[src/rtl/core/vrw_pkg.sv]
// Shared types and constants for the voxel ray walker.
// Depends on nothing; every other file of the block refers to it by scoped names.
`timescale 1ns / 1ps

package vrw_pkg;

    // Fraction bits of the unit direction components.
    localparam int DIR_BITS  = 30;
    // Step limit of one walk.
    localparam int MAX_STEPS = 63;
    // Width of a full voxel index, wide enough for any coordinate over a cell of one.
    localparam int COORD_W   = 34;
    // Width of a ray parameter value; the saturated maximum is bit 62.
    localparam int TIME_W    = 63;
    // Divider operand widths.
    localparam int NUM_W     = 62;
    localparam int DEN_W     = 33;

    localparam logic [TIME_W-1:0] T_INF = {1'b1, {(TIME_W-1){1'b0}}};

    // Configuration register indexes.
    localparam logic [1:0] REG_CELL_X = 2'd0;
    localparam logic [1:0] REG_CELL_Y = 2'd1;
    localparam logic [1:0] REG_CELL_Z = 2'd2;

    typedef logic signed [COORD_W-1:0] t_coord;
    typedef logic [TIME_W-1:0]         t_time;

    // One ray request.
    typedef struct packed {
        logic signed [31:0] start_x;
        logic signed [31:0] start_y;
        logic signed [31:0] start_z;
        logic signed [31:0] end_x;
        logic signed [31:0] end_y;
        logic signed [31:0] end_z;
    } t_ray;

    // One visited voxel.
    typedef struct packed {
        logic signed [15:0] voxel_x;
        logic signed [15:0] voxel_y;
        logic signed [15:0] voxel_z;
        logic [31:0]        segment_length;
        logic               is_last;
        logic               truncated;
    } t_res;

    // Walk set-up handed from the front end to the stepping engine.
    typedef struct packed {
        t_coord [2:0] cur;
        t_coord [2:0] last;
        logic   [2:0] neg;
        t_time  [2:0] tmax;
        t_time  [2:0] tdel;
    } t_setup;

endpackage

[src/rtl/core/vrw_setupq.sv]
// Two-entry queue of walk set-ups between the front end and the stepping engine.
// Depends on vrw_pkg for the set-up record type.
`timescale 1ns / 1ps

module vrw_setupq (
    input  logic            i_clk,
    input  logic            i_rst_n,
    input  logic            i_push,
    input  vrw_pkg::t_setup i_data,
    output logic            o_full,
    input  logic            i_pop,
    output vrw_pkg::t_setup o_data,
    output logic            o_empty
);

    vrw_pkg::t_setup r_mem [2];
    logic       r_wr;
    logic       r_rd;
    logic [1:0] r_cnt;

    always_ff @(posedge i_clk) begin
        if (i_push) begin
            r_mem[r_wr] <= i_data;
        end
    end

    // Pointers and fill count.
    always_ff @(posedge i_clk) begin
        if (!i_rst_n) begin
            r_wr  <= 1'b0;
            r_rd  <= 1'b0;
            r_cnt <= '0;
        end else begin
            if (i_push) begin
                r_wr <= ~r_wr;
            end
            if (i_pop) begin
                r_rd <= ~r_rd;
            end
            r_cnt <= r_cnt + 2'(i_push) - 2'(i_pop);
        end
    end

    assign o_full  = (r_cnt == 2'd2);
    assign o_empty = (r_cnt == 2'd0);
    assign o_data  = r_mem[r_rd];

endmodule

[config.mk]
export PLATFORM = sky130hd
export DESIGN_NAME = vrw_setupq
export DESIGN_NICKNAME = d
export VERILOG_FILES = /design/src/rtl/core/vrw_pkg.sv /design/src/rtl/core/vrw_setupq.sv
export SDC_FILE = /design/constraint.sdc
export NUM_CORES = 1
export LEC_CHECK = 0
export BUFFER_PORTS_ARGS = -buffer_cell sky130_fd_sc_hd__clkbuf_2
export CORE_AREA = 2 2 459 461
export CTS_CLUSTER_DIAMETER = 60
export CTS_CLUSTER_SIZE = 24
export DETAILED_ROUTE_END_ITERATION = 6
export DIE_AREA = 0 0 461 463
export HOLD_SLACK_MARGIN = 0.1
export SYNTH_ARGS = -nofsm -noshare
export SYNTH_HDL_FRONTEND = slang
export SYNTH_SLANG_ARGS = --single-unit
[constraint.sdc]
create_clock -name i_clk -period 78.7 [get_ports i_clk]
set_input_delay 11.805 -clock i_clk [delete_from_list [all_inputs] [get_ports i_clk]]
set_output_delay 11.805 -clock i_clk [all_outputs]
set_load 0.005 [all_outputs]
==> impl_metrics.xml, run 1 <==
<?xml version="1.0" encoding="UTF-8"?>
<metrics>
  <group name="detailed_routing">
    <metric name="route.detailed.wl_per_inst" unit="µm">23.7</metric>
    <metric name="wl_met1" unit="µm">54100</metric>
    <metric name="detail-route-antenna-nets" unit="">0</metric>
    <metric name="met3RoutedLength" unit="µm">16200</metric>
    <metric name="via_count_of_the_routed_design" unit="">22900</metric>
    <metric name="dr.max_layer_used" unit="">met5</metric>
    <metric name="avgViaCountPerCell" unit="">3.83</metric>
    <metric name="initialDrtViolationCount" unit="">1576</metric>
    <metric name="route.detailed.drc" unit="">0</metric>
    <metric name="wirelength" unit="µm">142000</metric>
    <metric name="drt_pass1_iterations" unit="">7</metric>
    <metric name="route.met2.wl" unit="µm">67700</metric>
  </group>
  <group name="die">
    <metric name="core-area" unit="µm²">209000</metric>
    <metric name="start_util" unit="%">20.5</metric>
    <metric name="die-height" unit="µm">463</metric>
    <metric name="ios" unit="">1176</metric>
    <metric name="rows" unit="">168</metric>
    <metric name="die_outline_area" unit="µm²">213000</metric>
    <metric name="die_w" unit="µm">461</metric>
  </group>
  <group name="clock_tree">
    <metric name="cts.repair_timing.setup_buffer_count" unit="">0</metric>
    <metric name="clock_tree.htree_level_count" unit="">3</metric>
    <metric name="ctsResizeCount" unit="">0</metric>
    <metric name="cts_hold_repair_buffers" unit="">0</metric>
    <metric name="clock_tree.buffer_depth" unit="">3</metric>
    <metric name="tritoncts_clock_tree" unit="">done</metric>
    <metric name="cts_buffer_count" unit="">92</metric>
    <metric name="cts.sink_count" unit="">1175</metric>
    <metric name="clock_slew_at_the_register_clock_pins_of_the_worst_setup_and_hold_paths" unit="ns">0.08</metric>
    <metric name="clock_latency" unit="ns">0.74</metric>
    <metric name="root_buffer_selected_by_cts" unit="">sky130_fd_sc_hd__clkbuf_16</metric>
  </group>
  <group name="final_layout">
    <metric name="drive_gt1_share" unit="%">62.1</metric>
    <metric name="syn2layout_area_growth" unit="%">29.2</metric>
    <metric name="finish.utilization" unit="%">26.4</metric>
    <metric name="postLayoutCellArea" unit="µm²">55100</metric>
    <metric name="layout_nets" unit="">3665</metric>
    <metric name="layout.cells.non_filler" unit="">5979</metric>
    <metric name="final_cell_mix" unit="">sky130_fd_sc_hd__clkbuf_2, sky130_fd_sc_hd__edfxtp_1, sky130_fd_sc_hd__mux2_2, sky130_fd_sc_hd__clkbuf_16, sky130_fd_sc_hd__buf_4</metric>
    <metric name="fill_cells" unit="">21300</metric>
    <metric name="most_common_cell_after_layout_fill_and_taps_aside" unit="">sky130_fd_sc_hd__clkbuf_2</metric>
  </group>
  <group name="sta">
    <metric name="fin_crit" unit="ns">17.66</metric>
    <metric name="fin_skew" unit="ns">0.0761</metric>
    <metric name="hold_viol" unit="">0</metric>
    <metric name="setup_viol_count_final" unit="">0</metric>
    <metric name="worstMarginPinSlew" unit="ns">0.994</metric>
    <metric name="finalCritPeriodShare" unit="%">22.4</metric>
    <metric name="maxClockFrequency" unit="MHz">56.6</metric>
    <metric name="slew_headroom" unit="%">33.7</metric>
    <metric name="setup_slack" unit="ns">61.04</metric>
    <metric name="grt_setup_unrepaired" unit="">false</metric>
    <metric name="fin_setup_tns" unit="ns">0</metric>
    <metric name="maxSlewViolCount" unit="">0</metric>
  </group>
  <group name="yosys">
    <metric name="synth.ff_latch_count" unit="">1175</metric>
    <metric name="synthesized_net_count" unit="">2432</metric>
    <metric name="synth_seq_area_share" unit="%">82.5</metric>
    <metric name="syn_area_per_cell" unit="µm²">23.2</metric>
    <metric name="netlist-cell-type-count" unit="">14</metric>
    <metric name="synth.cell_area" unit="µm²">42700</metric>
    <metric name="synth_cells" unit="">1841</metric>
    <metric name="yosys_warnings" unit="">0</metric>
  </group>
  <group name="pwr">
    <metric name="ir_drop" unit="mV">0.0202</metric>
    <metric name="cellPowerDensity" unit="nW/µm²">25.2</metric>
    <metric name="total_leakage_power" unit="nW">20.0</metric>
  </group>
  <group name="setup_path">
    <metric name="critPathLaunchType" unit="">flop</metric>
    <metric name="worstSetupPathType" unit="">reg -&gt; out</metric>
    <metric name="crit_arrival" unit="ns">5.85</metric>
    <metric name="setup.worst_path.end_class" unit="">output port</metric>
    <metric name="timing.critical_path.fanout_max" unit="">73</metric>
    <metric name="data_required_time_at_the_worst_endpoint" unit="ns">66.89</metric>
  </group>
  <group name="place">
    <metric name="port-buffer-count" unit="">1175</metric>
    <metric name="dp_hpwl" unit="µm">111000</metric>
    <metric name="place_congestion" unit="">0.918</metric>
    <metric name="dp_cells" unit="">5785</metric>
    <metric name="detailed_place.area" unit="µm²">51600</metric>
    <metric name="place_worst_setup_slack" unit="ns">61.73</metric>
  </group>
  <group name="grt">
    <metric name="grt_start_max_net_pins" unit="">132</metric>
    <metric name="global_routing_usage_summed_across_all_routing_layers" unit="%">12.7</metric>
    <metric name="antenna_violations_before_repair" unit="">85</metric>
    <metric name="first_global_vias" unit="">23300</metric>
    <metric name="grt_ovf" unit="">0</metric>
    <metric name="wire_length_of_the_first_global_routing_pass" unit="µm">188000</metric>
  </group>
  <group name="worst_hold_path">
    <metric name="timing.hold.worst.class" unit="">reg -&gt; reg</metric>
  </group>
  <group name="status">
    <metric name="outcome" unit="">completed</metric>
  </group>
  <group name="flow_run">
    <metric name="max_cap_violations" unit="">0</metric>
  </group>
</metrics>
## final timing paths
path                            start       endpoint  slack [ns]  cells after the start
worst max-delay path             flop    o_data[250]       61.04                      7
worst min-delay path             r_rd           r_rd        0.59                      2
worst max register to register   r_wr  r_mem[1][229]       73.37                      6
worst min register to register   r_rd           r_rd        0.59                      2
## cell usage after synthesis, drive strengths merged
cell type	n	share of area [%]
o21a	1	0.018
ha	2	0.059
nor2b	4	0.059
dfxtp	5	0.23
clkbuf	10	0.32
edfxtp	1170	82
inv	2	0.018
xor2	1	0.021
xnor3	1	0.053
nor2	1	0.0088
mux2	585	15
and2	4	0.059
buf	55	1.4
## routing by layer
layer  global-route usage (%)  vias up
met5                        0        -
met4                     3.63       50
met3                     5.82      240
met2                     21.0     1185
met1                     14.5    11500
li1                         -     9885
## per-stage QoR
stage	hold WS, ns	power, W
after floorplan	0.555	0.000837
after global placement	0.573	0.000886
after detailed placement	0.578	0.000889
after CTS	0.591	0.00141
after global routing	0.629	0.00144
final	0.591	0.00139
## power breakdown
group | internal [W] | switching [W] | total, W | leakage (nW)
Sequential | 0.000724 | 0.00000759 | 0.000731 | 11.0
Clock | 0.000256 | 0.000262 | 0.000518 | 1.66
Combinational | 0.0000632 | 0.0000768 | 0.000140 | 7.29
Total | 0.00104 | 0.000346 | 0.00139 | 20.0
## worst max-delay path: stages, from the launching register on
cell and delay, ns:
sky130_fd_sc_hd__dfxtp_4 0.63, sky130_fd_sc_hd__buf_4 0.65, sky130_fd_sc_hd__buf_4 0.68, sky130_fd_sc_hd__buf_4 0.66, sky130_fd_sc_hd__buf_4 0.79, sky130_fd_sc_hd__buf_4 0.81
sky130_fd_sc_hd__mux2_2 0.42, sky130_fd_sc_hd__clkbuf_2 0.12
## layout make-up
cell class / instances / area, µm² / area share, %
sequential: 1175 / 35200 / 63.9
antenna: 23 / 57.6 / 0.104
clock buffer: 92 / 2300 / 4.18
clock inverter: 79 / 1170 / 2.13
inverter: 2 / 7.51 / 0.0136
tap: 2805 / 3510 / 6.37
timing repair buffer: 1204 / 6120 / 11.1
multi-input combinational: 599 / 6720 / 12.2
## sequential cells by signal (all words and copies together) (netlist names), named ones only
name,cells
r_mem,1170
r_cnt,2
r_rd,1
r_wr,1
## cells by family (layout without fill, tap and decap cells)
family / Yosys count / count (layout) / share of synthesized area, %
xor gates and xnor gates: 2 / 2 / 0.0733
AOI/OAI and AO/OA: 1 / 1 / 0.0176
buffers and inverters: 67 / 1377 / 1.75
and+or+nand+nor: 9 / 9 / 0.126
adders and majority gates: 2 / 2 / 0.0586
DFF: 1175 / 1175 / 82.5
other: 0 / 23 / 0
muxes: 585 / 585 / 15.4
(Power assumes the default switching activity.)
==> inputs of run 2 (changes only) <==
Settings changed: ABC_AREA from default to 1.
Clock period 78.7 ns to 14.2 ns, I/O delays scaled along.
==> run 2 against run 1 <==
Setup slack got worse by 53 ns. Register-to-register slack worse by 63 ns. Critical path type unchanged. Utilization is 0.078 points higher. Via count shrank 0.36%. Synthesized cell count grew 0.65%. Largest power group unchanged. Cell count rose by 0.38%. Critical path depth shrank 2.
==> impl_metrics.xml, run 2 <==
<?xml version="1.0" encoding="UTF-8"?>
<metrics>
  <group name="status">
    <metric name="outcome" unit="">completed</metric>
  </group>
  <group name="yosys">
    <metric name="synth_top_cell_area_share" unit="%">82.3</metric>
    <metric name="netlist-cell-type-count" unit="">12</metric>
    <metric name="synth_seq_area_share" unit="%">82.5</metric>
    <metric name="synth_area_leader_cell" unit="">sky130_fd_sc_hd__edfxtp_1</metric>
    <metric name="synth-main-ff-cell" unit="">sky130_fd_sc_hd__edfxtp_1</metric>
    <metric name="synthTopCellsByCount" unit="">sky130_fd_sc_hd__edfxtp_1, sky130_fd_sc_hd__mux2_2, sky130_fd_sc_hd__buf_6</metric>
    <metric name="synth.top_cells.by_area" unit="">sky130_fd_sc_hd__edfxtp_1, sky130_fd_sc_hd__mux2_2, sky130_fd_sc_hd__buf_6, sky130_fd_sc_hd__clkbuf_8, sky130_fd_sc_hd__dfxtp_1</metric>
    <metric name="synth_cells" unit="">1853</metric>
    <metric name="synth.cell_area" unit="µm²">42700</metric>
    <metric name="synthMostInstantiatedCell" unit="">sky130_fd_sc_hd__edfxtp_1</metric>
    <metric name="synthesized_net_count" unit="">2444</metric>
    <metric name="synth_edf_count" unit="">1170</metric>
    <metric name="synth.ff_latch_count" unit="">1175</metric>
    <metric name="yosys_warnings" unit="">0</metric>
    <metric name="postSynth.asyncResetShare" unit="%">0</metric>
    <metric name="syn_area_per_cell" unit="µm²">23.0</metric>
  </group>
  <group name="clock_tree">
    <metric name="cts.repair_timing.setup_buffer_count" unit="">0</metric>
    <metric name="ctsResizeCount" unit="">0</metric>
    <metric name="cts_buffer_count" unit="">99</metric>
    <metric name="clock_slew_at_the_register_clock_pins_of_the_worst_setup_and_hold_paths" unit="ns">0.08</metric>
    <metric name="clock_tree.htree_level_count" unit="">3</metric>
    <metric name="cts_hold_repair_buffers" unit="">0</metric>
    <metric name="root_buffer_selected_by_cts" unit="">sky130_fd_sc_hd__clkbuf_16</metric>
    <metric name="clock_latency" unit="ns">0.73</metric>
    <metric name="clock_tree.buffer_depth" unit="">3</metric>
    <metric name="tritoncts_clock_tree" unit="">done</metric>
    <metric name="cts.sink_count" unit="">1175</metric>
  </group>
  <group name="sta">
    <metric name="fin_crit" unit="ns">6.44</metric>
    <metric name="slew_headroom" unit="%">20.0</metric>
    <metric name="maxSlewViolCount" unit="">0</metric>
    <metric name="finalCritPeriodShare" unit="%">45.3</metric>
    <metric name="setup_viol_count_final" unit="">0</metric>
    <metric name="hold_ws" unit="ns">0.520</metric>
    <metric name="fin_setup_tns" unit="ns">0</metric>
    <metric name="worstMarginPinSlew" unit="ns">1.20</metric>
    <metric name="hold_viol" unit="">0</metric>
    <metric name="fin_skew" unit="ns">0.0214</metric>
    <metric name="grt_setup_unrepaired" unit="">false</metric>
    <metric name="setup_slack" unit="ns">7.76</metric>
    <metric name="maxClockFrequency" unit="MHz">155</metric>
  </group>
  <group name="setup_path">
    <metric name="data_required_time_at_the_worst_endpoint" unit="ns">12.07</metric>
    <metric name="rr_startpoint" unit="">r_wr</metric>
    <metric name="worstRegToRegCells" unit="">4</metric>
    <metric name="r2r-end" unit="">r_mem[0][537]</metric>
    <metric name="rrSetupSlack" unit="ns">10.51</metric>
    <metric name="setup.worst_path.end_class" unit="">output port</metric>
    <metric name="timing.critical_path.fanout_max" unit="">63</metric>
    <metric name="crit_arrival" unit="ns">4.31</metric>
    <metric name="critPathLaunchType" unit="">flop</metric>
    <metric name="worstSetupPathType" unit="">reg -&gt; out</metric>
  </group>
  <group name="pwr">
    <metric name="cellPowerDensity" unit="nW/µm²">140</metric>
    <metric name="seq_power_share" unit="%">52.5</metric>
    <metric name="switching_share" unit="%">24.8</metric>
    <metric name="total_leakage_power" unit="nW">20.1</metric>
    <metric name="power.share.clock" unit="%">38.6</metric>
    <metric name="p_switching" unit="W">0.00192</metric>
    <metric name="ir_drop" unit="mV">0.126</metric>
    <metric name="internal_power" unit="W">0.00582</metric>
    <metric name="power_frac_comb" unit="%">8.9</metric>
  </group>
  <group name="grt">
    <metric name="grt_ovf" unit="">0</metric>
    <metric name="antenna_violations_before_repair" unit="">76</metric>
    <metric name="global_routing_usage_summed_across_all_routing_layers" unit="%">12.2</metric>
    <metric name="grt_start_max_net_pins" unit="">155</metric>
    <metric name="wire_length_of_the_first_global_routing_pass" unit="µm">183000</metric>
    <metric name="first_global_vias" unit="">23200</metric>
  </group>
  <group name="detailed_routing">
    <metric name="route.detailed.wl_per_inst" unit="µm">22.9</metric>
    <metric name="detail-route-antenna-nets" unit="">0</metric>
    <metric name="route.detailed.drc" unit="">0</metric>
    <metric name="drt_pass1_iterations" unit="">5</metric>
    <metric name="avgViaCountPerCell" unit="">3.80</metric>
    <metric name="initialDrtViolationCount" unit="">1675</metric>
    <metric name="wirelength" unit="µm">138000</metric>
    <metric name="via_count_of_the_routed_design" unit="">22800</metric>
  </group>
  <group name="die">
    <metric name="die_w" unit="µm">461</metric>
    <metric name="ios" unit="">1176</metric>
    <metric name="rows" unit="">168</metric>
    <metric name="start_util" unit="%">20.5</metric>
    <metric name="core-area" unit="µm²">209000</metric>
    <metric name="die-height" unit="µm">463</metric>
    <metric name="die_outline_area" unit="µm²">213000</metric>
  </group>
  <group name="final_layout">
    <metric name="multi_input_comb_area" unit="µm²">6690</metric>
    <metric name="largest_register_ffs" unit="">1170</metric>
    <metric name="final_cell_mix" unit="">sky130_fd_sc_hd__clkbuf_2, sky130_fd_sc_hd__edfxtp_1, sky130_fd_sc_hd__mux2_2, sky130_fd_sc_hd__clkbuf_16, sky130_fd_sc_hd__buf_4</metric>
    <metric name="regArea" unit="µm²">35200</metric>
    <metric name="layout_nets" unit="">3680</metric>
    <metric name="finish.utilization" unit="%">26.5</metric>
    <metric name="most_common_cell_after_layout_fill_and_taps_aside" unit="">sky130_fd_sc_hd__clkbuf_2</metric>
    <metric name="drive_gt1_share" unit="%">61.9</metric>
    <metric name="fill_cells" unit="">21200</metric>
    <metric name="syn2layout_area_growth" unit="%">29.5</metric>
    <metric name="reg_top3" unit="">r_mem: 1170 flops, r_cnt: 2 flops</metric>
    <metric name="regMostFlops" unit="">r_mem</metric>
  </group>
  <group name="worst_hold_path">
    <metric name="worst_hold_path.endpoint" unit="">r_rd</metric>
    <metric name="worst_hold_startpoint" unit="">r_rd</metric>
    <metric name="timing.hold.worst_path_depth" unit="">2</metric>
    <metric name="timing.hold.worst.class" unit="">reg -&gt; reg</metric>
  </group>
  <group name="place">
    <metric name="place_worst_setup_slack" unit="ns">8.45</metric>
    <metric name="port-buffer-count" unit="">1175</metric>
    <metric name="dp_hpwl" unit="µm">105000</metric>
    <metric name="place_congestion" unit="">0.905</metric>
  </group>
  <group name="flow_run">
    <metric name="max_cap_violations" unit="">0</metric>
  </group>
</metrics>
-- run 2: changes by cell type in the layout (fill, tap and decap cells not counted), sizes merged, moves of 4 or more --
cell,previous run,this run
buf,29,25
nand2,0,8
nor2b,4,0
nor2,1,9
inv,36,45
clkbuf,1267,1281
and2,4,0
-- run 2: area by class of cell --
class,instances,area share (%)
Sequential cell,1175,63.7
Multi-Input combinational cell,606,12.1
Timing Repair Buffer,1200,11.1
Tap cell,2805,6.35
Clock buffer,106,4.61
Clock inverter,80,1.98
Antenna cell,23,0.104
Inverter,7,0.0543
-- run 2: metal layers --
metal | GRT usage, % | wire (µm)
met2 | 20.0 | 64400
met3 | 5.58 | 16300
met4 | 3.96 | 3930
met5 | 0 | 218
met1 | 14.2 | 52800
-- run 2: power groups by stage --
stage	registers, W	logic (W)	clock network [W]
2_1_floorplan	0.00418	0.000328	0
3_3_place_gp	0.00414	0.000702	0
3_5_place_dp	0.00414	0.000711	0
4_1_cts	0.00406	0.000714	0.00309
5_1_grt	0.00408	0.000751	0.00320
6_report	0.00406	0.000692	0.00299
-- run 2: how the worst max path moves through the flow --
| stage | end | slack (ns) |
|---|---|---|
| after detailed placement | r_mem[0][537] | 8.45 |
| after global placement | r_mem[0][40] | 8.45 |
| final | o_data[449] | 7.76 |
| after CTS | o_data[462] | 7.65 |
| after global routing | o_data[449] | 7.49 |
| after floorplan | r_mem[1][0] | 2.80 |
-- run 2: kinds of logic (layout without fill, tap and decap cells) --
logic type | after synthesis | count (layout) | share of synthesized area, %
compound gates | 1 | 1 | 0.0117
other cells | 0 | 23 | 0
buf+inv | 72 | 1393 | 1.79
mux | 585 | 585 | 15.4
flops | 1175 | 1175 | 82.5
fa+ha+maj | 2 | 2 | 0.0586
simple gates | 18 | 18 | 0.161
-- run 2: worst max-delay path: stages (launching register included) --
cell and delay, ns:
sky130_fd_sc_hd__dfxtp_4 0.91, sky130_fd_sc_hd__buf_4 0.64, sky130_fd_sc_hd__buf_4 0.59, sky130_fd_sc_hd__buf_4 0.71, sky130_fd_sc_hd__mux2_2 0.43, sky130_fd_sc_hd__clkbuf_2 0.11
-- run 2: per-stage QoR --
stage          cell area, µm²  std cells  power, W
2_1_floorplan           42700       1853   0.00451
3_3_place_gp            51600       5793   0.00484
3_5_place_dp            51600       5793   0.00485
4_1_cts                 55200       5979   0.00787
5_1_grt                 55200       5984   0.00803
6_report                55300       6002   0.00774
